[config.mk]
export PLATFORM = sky130hd
export DESIGN_NAME = multichannel_fir_filter_core
export DESIGN_NICKNAME = d
export VERILOG_FILES = /design/src/hdl/mfir_pkg.sv /design/src/hdl/mfir_cell.sv /design/src/hdl/mfir_mac.sv /design/src/hdl/multichannel_fir_filter_core.sv
export SDC_FILE = /design/constraint.sdc
export NUM_CORES = 2
export LEC_CHECK = 0
export BUFFER_PORTS_ARGS = -buffer_cell sky130_fd_sc_hd__buf_4
export CAP_MARGIN = 20
export CORE_MARGIN = 2
export CORE_UTILIZATION = 60
export CTS_CLUSTER_DIAMETER = 150
export DETAILED_ROUTE_END_ITERATION = 8
export PLACE_DENSITY = 0.77
export SLEW_MARGIN = 20
export SYNTH_ARGS = -nofsm -noshare
export SYNTH_HDL_FRONTEND = slang
export SYNTH_SLANG_ARGS = --single-unit
[constraint.sdc]
create_clock -name clk_i -period 16.69 [get_ports clk_i]
set_clock_uncertainty 0.2 [all_clocks]
set_input_delay 0.8345 -clock clk_i [delete_from_list [all_inputs] [get_ports clk_i]]
set_output_delay 0.8345 -clock clk_i [all_outputs]
set_load 0.02 [all_outputs]
[src/hdl/mfir_pkg.sv]
// ----------------------------------------------------------------------------
// Multichannel FIR package
// Shared constants, types and arithmetic helpers for the multichannel FIR core.
// ----------------------------------------------------------------------------
package mfir_pkg;

  localparam int TAPS       = 16;
  localparam int CHANNELS   = 2;
  localparam int HIST       = TAPS - 1;
  localparam int COEF_WORDS = 4;
  localparam int COEF_MAX   = 16;
  localparam int LIM        = (TAPS < COEF_MAX) ? TAPS : COEF_MAX;
  localparam int CH_W       = (CHANNELS > 1) ? $clog2(CHANNELS) : 1;
  localparam int KW         = $clog2(TAPS);
  localparam int AW         = 32 + $clog2(TAPS);
  localparam int CFG_IW     = 3;
  localparam int SW         = 16;

  typedef enum logic [CFG_IW-1:0] {
    REG_COEFF_WORD_0 = 3'd0,
    REG_COEFF_WORD_1 = 3'd1,
    REG_COEFF_WORD_2 = 3'd2,
    REG_COEFF_WORD_3 = 3'd3,
    REG_TAP_COUNT    = 3'd4
  } cfg_reg_e;

  typedef enum logic [1:0] {
    ST_IDLE,
    ST_MAC,
    ST_FLUSH,
    ST_DONE
  } state_e;

  typedef struct packed {
    logic            en;
    logic            insert;
    logic [CH_W-1:0] sel;
  } cell_ctrl_t;

  typedef struct packed {
    logic clear;
    logic mul_en;
  } mac_ctrl_t;

  typedef logic [COEF_WORDS-1:0][63:0] coef_bank_t;

  // Coefficient of tap k; taps past the sixteenth read as zero.
  function automatic logic signed [SW-1:0] tap_coef(input coef_bank_t bank,
                                                    input logic [KW-1:0] k);
    logic [7:0] kk;
    kk = 8'(k);
    if (kk >= 8'(COEF_MAX)) begin
      return '0;
    end
    return $signed(bank[kk[3:2]][{kk[1:0], 4'b0000} +: SW]);
  endfunction

  // Filter length in use: zero acts as one, large values clamp to LIM.
  function automatic logic [7:0] eff_len(input logic [4:0] tc);
    logic [7:0] l;
    l = 8'(tc);
    if (l < 8'd1) begin
      l = 8'd1;
    end
    if (l > 8'(LIM)) begin
      l = 8'(LIM);
    end
    return l;
  endfunction

  // Round half up from Q6.30 and saturate to Q1.15.
  function automatic logic signed [SW-1:0] round_sat(input logic signed [AW-1:0] acc);
    logic signed [AW:0]    b;
    logic signed [AW-15:0] y;
    b = {acc[AW-1], acc} + (AW+1)'(16384);
    y = b[AW:15];
    if (y > $signed((AW-14)'(32767))) begin
      return 16'sh7fff;
    end
    if (y < -$signed((AW-14)'(32768))) begin
      return 16'sh8000;
    end
    return y[SW-1:0];
  endfunction

endpackage

[src/hdl/mfir_cell.sv]
// ----------------------------------------------------------------------------
// Multichannel FIR delay cell
// One position of every channel's delay line; rotates or shifts with neighbors.
// ----------------------------------------------------------------------------
module mfir_cell
  import mfir_pkg::*;
(
  input  logic                      clk_i,
  input  logic                      rst_ni,
  input  mfir_pkg::cell_ctrl_t      ctrl_i,
  input  logic signed [mfir_pkg::SW-1:0] prev_i,
  input  logic signed [mfir_pkg::SW-1:0] next_i,
  output logic signed [mfir_pkg::SW-1:0] data_o
);

  logic signed [SW-1:0] line_q [CHANNELS];
  logic signed [SW-1:0] line_d [CHANNELS];

  always_comb begin
    for (int c = 0; c < CHANNELS; c++) begin
      line_d[c] = line_q[c];
    end
    if (ctrl_i.en) begin
      line_d[ctrl_i.sel] = ctrl_i.insert ? prev_i : next_i;
    end
  end

  always_ff @(posedge clk_i or negedge rst_ni) begin
    if (!rst_ni) begin
      for (int c = 0; c < CHANNELS; c++) begin
        line_q[c] <= '0;
      end
    end else begin
      for (int c = 0; c < CHANNELS; c++) begin
        line_q[c] <= line_d[c];
      end
    end
  end

  assign data_o = line_q[ctrl_i.sel];

endmodule

[src/hdl/mfir_mac.sv]
// ----------------------------------------------------------------------------
// Multichannel FIR multiply-accumulate unit
// Registered 16x16 product feeding a wide accumulator with rounding output.
// ----------------------------------------------------------------------------
module mfir_mac
  import mfir_pkg::*;
(
  input  logic                           clk_i,
  input  logic                           rst_ni,
  input  mfir_pkg::mac_ctrl_t            ctrl_i,
  input  logic signed [mfir_pkg::SW-1:0] sample_i,
  input  logic signed [mfir_pkg::SW-1:0] coef_i,
  output logic signed [mfir_pkg::SW-1:0] result_o
);

  logic signed [2*SW-1:0] prod_q;
  logic                   prod_v_q;
  logic signed [AW-1:0]   acc_q;
  logic signed [AW-1:0]   acc_d;

  always_ff @(posedge clk_i) begin
    prod_q <= sample_i * coef_i;
  end

  always_comb begin
    acc_d = acc_q;
    if (ctrl_i.clear) begin
      acc_d = '0;
    end else if (prod_v_q) begin
      acc_d = acc_q + AW'(prod_q);
    end
  end

  always_ff @(posedge clk_i or negedge rst_ni) begin
    if (!rst_ni) begin
      prod_v_q <= 1'b0;
      acc_q    <= '0;
    end else begin
      prod_v_q <= ctrl_i.mul_en;
      acc_q    <= acc_d;
    end
  end

  assign result_o = round_sat(acc_q);

endmodule

[src/hdl/multichannel_fir_filter_core.sv]
// ----------------------------------------------------------------------------
// Multichannel FIR filter core
// An input beat passes an accept step, TAPS MAC steps, a flush and a round
// step. A new beat is taken only back in idle, once the output register is
// free, as the single shared multiplier visits every tap of the delay line.
// Reset clears all delay lines, the coefficients to zero and tap_count to 16.
// ----------------------------------------------------------------------------
module multichannel_fir_filter_core
  import mfir_pkg::*;
(
  input  logic                            clk_i,
  input  logic                            rst_ni,
  // Input stream.
  input  logic                            s_axis_tvalid,
  output logic                            s_axis_tready,
  input  logic [15:0]                     s_axis_tdata,  // [15:0] sample_in
  input  logic [0:0]                      s_axis_tuser,  // [0] channel
  // Output stream.
  output logic                            m_axis_tvalid,
  input  logic                            m_axis_tready,
  output logic [15:0]                     m_axis_tdata,  // [15:0] filtered
  output logic [0:0]                      m_axis_tuser,  // [0] channel_out
  // Configuration write port.
  input  logic                            cfg_we_i,
  input  logic [mfir_pkg::CFG_IW-1:0]     cfg_idx_i,
  input  logic [63:0]                     cfg_data_i
);

  // Configuration registers.
  coef_bank_t coef_q;
  logic [4:0] tap_count_q;

  always_ff @(posedge clk_i or negedge rst_ni) begin
    if (!rst_ni) begin
      coef_q      <= '0;
      tap_count_q <= 5'd16;
    end else if (cfg_we_i) begin
      case (cfg_reg_e'(cfg_idx_i))
        REG_COEFF_WORD_0: coef_q[0] <= cfg_data_i;
        REG_COEFF_WORD_1: coef_q[1] <= cfg_data_i;
        REG_COEFF_WORD_2: coef_q[2] <= cfg_data_i;
        REG_COEFF_WORD_3: coef_q[3] <= cfg_data_i;
        REG_TAP_COUNT:    tap_count_q <= cfg_data_i[4:0];
        default: ;
      endcase
    end
  end

  // Sequencer state. The tap counter walks k = 0 .. TAPS-1; step 0 uses the new
  // sample and every later step reads the head cell while the selected line
  // rotates by one, so after HIST rotations the line is back where it started.
  state_e               state_q, state_d;
  logic [KW-1:0]        k_q, k_d;
  logic signed [SW-1:0] x_q;
  logic                 chbit_q;
  logic [CH_W-1:0]      ch_q;
  logic                 out_valid_q;
  logic [SW-1:0]        out_data_q;
  logic                 out_ch_q;

  logic                 in_beat;
  logic                 out_free;
  logic                 last_step;
  logic                 load_out;
  cell_ctrl_t           cell_ctrl;
  mac_ctrl_t            mac_ctrl;
  logic signed [SW-1:0] mac_sample;
  logic signed [SW-1:0] mac_coef;
  logic signed [SW-1:0] mac_result;
  logic signed [SW-1:0] cell_out [HIST];

  assign in_beat   = s_axis_tvalid && s_axis_tready;
  assign out_free  = !out_valid_q || m_axis_tready;
  assign last_step = (k_q == KW'(HIST));

  // Next-state logic.
  always_comb begin
    state_d = state_q;
    k_d     = k_q;
    case (state_q)
      ST_IDLE: begin
        if (s_axis_tvalid) begin
          state_d = ST_MAC;
          k_d     = '0;
        end
      end
      ST_MAC: begin
        k_d = k_q + KW'(1);
        if (last_step) begin
          state_d = ST_FLUSH;
        end
      end
      ST_FLUSH: state_d = ST_DONE;
      ST_DONE: begin
        if (out_free) begin
          state_d = ST_IDLE;
        end
      end
      default: state_d = ST_IDLE;
    endcase
  end

  // Output decode of the sequencer.
  always_comb begin
    s_axis_tready   = 1'b0;
    load_out        = 1'b0;
    cell_ctrl.en     = 1'b0;
    cell_ctrl.insert = 1'b0;
    cell_ctrl.sel    = ch_q;
    mac_ctrl.clear   = 1'b0;
    mac_ctrl.mul_en  = 1'b0;
    case (state_q)
      ST_IDLE: begin
        s_axis_tready  = 1'b1;
        mac_ctrl.clear = 1'b1;
      end
      ST_MAC: begin
        mac_ctrl.mul_en = 1'b1;
        cell_ctrl.en    = (k_q != '0);
      end
      ST_FLUSH: begin
        // The last product lands in the accumulator while the new sample
        // enters the head of its channel's line.
        cell_ctrl.en     = 1'b1;
        cell_ctrl.insert = 1'b1;
      end
      ST_DONE: load_out = out_free;
      default: ;
    endcase
  end

  always_ff @(posedge clk_i or negedge rst_ni) begin
    if (!rst_ni) begin
      state_q <= ST_IDLE;
      k_q     <= '0;
    end else begin
      state_q <= state_d;
      k_q     <= k_d;
    end
  end

  // Captured input beat; the channel wraps onto the available delay lines.
  always_ff @(posedge clk_i) begin
    if (in_beat) begin
      x_q     <= $signed(s_axis_tdata);
      chbit_q <= s_axis_tuser[0];
      ch_q    <= (CHANNELS > 1) ? CH_W'(s_axis_tuser[0]) : '0;
    end
  end

  // Operand selection for the shared multiplier. Taps past the active length
  // contribute zero but still rotate, keeping the whole line intact.
  assign mac_sample = (k_q == '0) ? x_q : cell_out[0];
  assign mac_coef   = (8'(k_q) < eff_len(tap_count_q)) ? tap_coef(coef_q, k_q) : '0;

  // Row of delay cells. On rotate each cell takes its successor and the head
  // wraps to the tail; on insert each cell takes its predecessor and the head
  // takes the new sample.
  for (genvar i = 0; i < HIST; i++) begin : g_cell
    logic signed [SW-1:0] prev_s;
    logic signed [SW-1:0] next_s;
    if (i == 0) begin : g_head
      assign prev_s = x_q;
    end else begin : g_body
      assign prev_s = cell_out[i-1];
    end
    if (i == HIST - 1) begin : g_tail
      assign next_s = cell_out[0];
    end else begin : g_mid
      assign next_s = cell_out[i+1];
    end
    mfir_cell u_cell (
      .clk_i  (clk_i),
      .rst_ni (rst_ni),
      .ctrl_i (cell_ctrl),
      .prev_i (prev_s),
      .next_i (next_s),
      .data_o (cell_out[i])
    );
  end

  mfir_mac u_mac (
    .clk_i    (clk_i),
    .rst_ni   (rst_ni),
    .ctrl_i   (mac_ctrl),
    .sample_i (mac_sample),
    .coef_i   (mac_coef),
    .result_o (mac_result)
  );

  // Output register: holds a finished beat until the sink takes it.
  always_ff @(posedge clk_i or negedge rst_ni) begin
    if (!rst_ni) begin
      out_valid_q <= 1'b0;
    end else if (load_out) begin
      out_valid_q <= 1'b1;
    end else if (m_axis_tready) begin
      out_valid_q <= 1'b0;
    end
  end

  always_ff @(posedge clk_i) begin
    if (load_out) begin
      out_data_q <= mac_result;
      out_ch_q   <= chbit_q;
    end
  end

  assign m_axis_tvalid   = out_valid_q;
  assign m_axis_tdata    = out_data_q;
  assign m_axis_tuser[0] = out_ch_q;

  // An accepted beat starts work, so the input side closes right after it.
  a_busy_after_accept : assert property (@(posedge clk_i) disable iff (!rst_ni)
    in_beat |=> !s_axis_tready)
    else $error("input accepted while a sample was in flight");

  // A result can only appear when the sequencer finishes an item.
  a_out_from_done : assert property (@(posedge clk_i) disable iff (!rst_ni)
    $rose(m_axis_tvalid) |-> $past(state_q == ST_DONE))
    else $error("output valid rose outside the finish step");

  // The line rotates back in full before the new sample is inserted.
  a_flush_after_last : assert property (@(posedge clk_i) disable iff (!rst_ni)
    (state_q == ST_FLUSH) |-> $past(state_q == ST_MAC && last_step))
    else $error("insert step reached before all taps were visited");

endmodule
==> impl_metrics.env <==
export IMPL_status="finished, final reports clean"
export IMPL_firstDrtPassIters=8
export IMPL_critPathLaunchType="register"
export IMPL_yosysWarnings=0
export IMPL_finish_instance_area_um2=55400
export IMPL_grt_pass1_wl_um=179000
export IMPL_h_tree_depth=3
export IMPL_cts_buffers_inserted=89
export IMPL_hold_slack_ns=0.0462
export IMPL_placedCellCount=4760
export IMPL_crit_required_ns=17.10
export IMPL_path_max_fanout=48
export IMPL_critPathMaxStageDelay_ns=0.85
export IMPL_crit_top_cell="fa_1"
export IMPL_clkLatencyLatePin_ns=0.67
export IMPL_chipHeight_um=295
export IMPL_cpLargestDelayFamily="adder cells"
export IMPL_place_area_um2=52400
export IMPL_crit_type="register to register"
export IMPL_cts_setup_buffers=0
export IMPL_syn_inst=3735
export IMPL_gp_congestion=0.941
export IMPL_synth_largest_area_cell="dfrtp_1"
export IMPL_clkTransAtPathRegs_ns=0.06
export IMPL_tightestPinTransition_ns=1.17
export IMPL_port_buffer_count=107
export IMPL_totalWireLength_um=108000
export IMPL_design_die_area_um2=86700
export IMPL_drc=0
export IMPL_area_growth_pct=9.47
export IMPL_vias_per_cell=6.17
export IMPL_vias=30400
export IMPL_slowest_stage="buf_4"
export IMPL_synth_seq_cells=851
export IMPL_grt_pass1_vias=32900
export IMPL_drive_gt1_share_pct=31.8
export IMPL_cts_tree="built"
export IMPL_fin_setup_tns_ns=0
export IMPL_crit_path_end_kind="register"
export IMPL_maxCapViolCount=0
export IMPL_setup_violations=0
export IMPL_grt_total_usage_pct=26.1
export IMPL_hold_buffers=0
export IMPL_placementRows=106
export IMPL_post_cts_resized=0
export IMPL_start_util_pct=60.6
export IMPL_dominantRegCellSynth="dfrtp_1"
export IMPL_hold_path_class="input port to asynchronous set/reset pin"
export IMPL_synth_fp_nets=4214
export IMPL_period_needed_ns=9.15
export IMPL_synthDistinctLibCells=80
export IMPL_avgSynthCellArea_um2=13.6
export IMPL_cts_num_sinks=851
export IMPL_finalHoldViolations=0
export IMPL_fmax_mhz=109
export IMPL_clk_path_buf_depth=3
export IMPL_synthTopCellsByArea="dfrtp_1 39%, mux4_2 13%, mux2_2 13%"
export IMPL_synth_area_um2=50600
export IMPL_regArea_um2=21300
export IMPL_final_nets=4252
export IMPL_wl_per_cell_um=21.9
export IMPL_rsz0062_at_grt="false"
export IMPL_worst_path_buf_inv=5
export IMPL_instances_no_fill=4926
export IMPL_async_flop_share_pct=92.2
export IMPL_overflow=0
export IMPL_grt_max_degree=182
export IMPL_dp_hpwl_um=72800
export IMPL_relSlewSlack_pct=21.8
export IMPL_multi_input_area_um2=27300
export IMPL_fp_dieW_um=295
export IMPL_slew_violations=0
export IMPL_fillers=5871
export IMPL_antenna_left=0
export IMPL_io_pins=108
export IMPL_coreArea_um2=83600
export IMPL_finalCritPeriodShare_pct=54.8
export IMPL_drt_iter0_drc=2265
export IMPL_grt_antenna_before_repair=9
export IMPL_synth_edf_count=34
export IMPL_arrival_ns=9.56
export IMPL_netlist_area_leader_share_pct=38.7
export IMPL_root_buffer="clkbuf_16"
export IMPL_synth_seq_area_share_pct=42.1
per-stage QoR:
| step | setup WS (ns) | util (%) |
|---|---|---|
| 2_1_floorplan | 8.49 | - |
| 3_3_place_gp | 7.63 | 62.7 |
| 3_5_place_dp | 7.54 | 62.7 |
| 4_1_cts | 7.50 | 66.3 |
| 5_1_grt | 6.99 | 66.3 |
| 6_report | 7.54 | 66.4 |
routing by layer:
layer | wire [um] | track usage (%)
met5 | 82 | 0
met4 | 3230 | 8.16
met3 | 7690 | 6.08
met2 | 51700 | 41.4
met1 | 45200 | 36.2
worst paths after layout:
| check | start | endpoint | slack [ns] | cells past startpoint |
|---|---|---|---|---|
| max in group asynchronous | rst_ni | g_cell[7].u_cell.line_q[4]$_DFFE_PN0P_ | 13.41 | 4 |
| max | k_q[2]$_DFFE_PN0P_ | u_mac.prod_q[28]$_DFF_P_ | 7.54 | 26 |
| max reg2reg | k_q[2]$_DFFE_PN0P_ | u_mac.prod_q[28]$_DFF_P_ | 7.54 | 26 |
| min reg2reg | g_cell[14].u_cell.line_q[2]$_DFFE_PN0P_ | g_cell[14].u_cell.line_q[2]$_DFFE_PN0P_ | 0.28 | 1 |
| min in group clk_i | s_axis_tdata[2] | g_cell[0].prev_s[2]$_DFFE_PP_ | 0.15 | 1 |
| min | rst_ni | g_cell[9].u_cell.line_q[16]$_DFFE_PN0P_ | 0.05 | 1 |
flip-flops by register name (all words and copies together) (netlist names):
name,flops
k_q,4
m_axis_tvalid,1
u_mac.prod_q,32
state_q,2
u_mac.acc_q,36
coef_q,256
g_cell.u_cell.line_q,480
m_axis_tdata,16
ch_q,1
u_mac.prod_v_q,1
m_axis_tuser,1
g_cell.prev_s,16
tap_count_q,5
final cells by class:
class	count	area share [%]
Antenna cell	4	0.0181
Tap cell	1080	2.44
Inverter	330	2.23
Timing Repair Buffer	148	2.15
Clock buffer	129	4.65
Multi-Input combinational cell	2353	49.3
Clock inverter	31	0.754
Sequential cell	851	38.4
synth_stat cells (12+ instances only):
| master | number |
|---|---|
| buf_1 | 30 |
| mux4_2 | 302 |
| a21oi_1 | 71 |
| mux2_2 | 600 |
| buf_2 | 39 |
| o21ai_0 | 37 |
| fa_1 | 263 |
| o21ai_1 | 29 |
| mux2i_1 | 61 |
| mux2_1 | 141 |
| nand3_1 | 39 |
| nand4_1 | 12 |
| nor3_1 | 19 |
| dfrtp_1 | 784 |
| nand2b_1 | 13 |
| edfxtp_1 | 34 |
| dfxtp_1 | 32 |
| clkbuf_1 | 128 |
| nor2b_1 | 12 |
| xor2_1 | 34 |
| and3_1 | 18 |
| ha_1 | 127 |
| nand2_1 | 146 |
| inv_1 | 326 |
| nor2_1 | 227 |
| xnor2_1 | 48 |
| a21o_1 | 38 |
worst register-to-register path, cell delays in order, from the launching register on:
cell and delay [ns]:
dfrtp_4 0.71, buf_4 0.85, mux4_2 0.62, mux4_2 0.57, nand2_1 0.47, nor2_1 0.14, fa_1 0.56, inv_1 0.06
fa_1 0.50, fa_1 0.51, inv_1 0.05, fa_1 0.48, fa_1 0.49, inv_1 0.05, fa_1 0.47, inv_1 0.04
ha_1 0.34, a21oi_1 0.24, o21a_1 0.17, o22ai_1 0.09, nor4_1 0.27, a211oi_1 0.16, a2111oi_0 0.39, nor3_1 0.17
a21o_1 0.20, a21oi_1 0.16, xnor2_1 0.13
cell families after synthesis:
kind of cell	after synthesis	share of synthesized area, %
muxes	1105	31.1
DFF	851	42.1
buffers and inverters	531	4.07
and+or+nand+nor	524	4.53
adders and majority gates	390	13.5
AOI/OAI and AO/OA	252	3.23
xor gates and xnor gates	82	1.42
placed cells by master, fill, tap and decap left out, types with 48 or more instances in the layout:
| master | instances |
|---|---|
| fa_1 | 263 |
| dfrtp_1 | 781 |
| a21oi_1 | 71 |
| clkbuf_16 | 90 |
| xnor2_1 | 48 |
| nand2_1 | 146 |
| mux2_2 | 600 |
| mux2_1 | 141 |
| mux2i_1 | 61 |
| inv_1 | 326 |
| mux4_2 | 302 |
| nor2_1 | 225 |
| ha_1 | 126 |
| buf_4 | 141 |
Power is not shown: default switching activity piles up to over one toggle a cycle in this logic, so the estimate is an artifact.
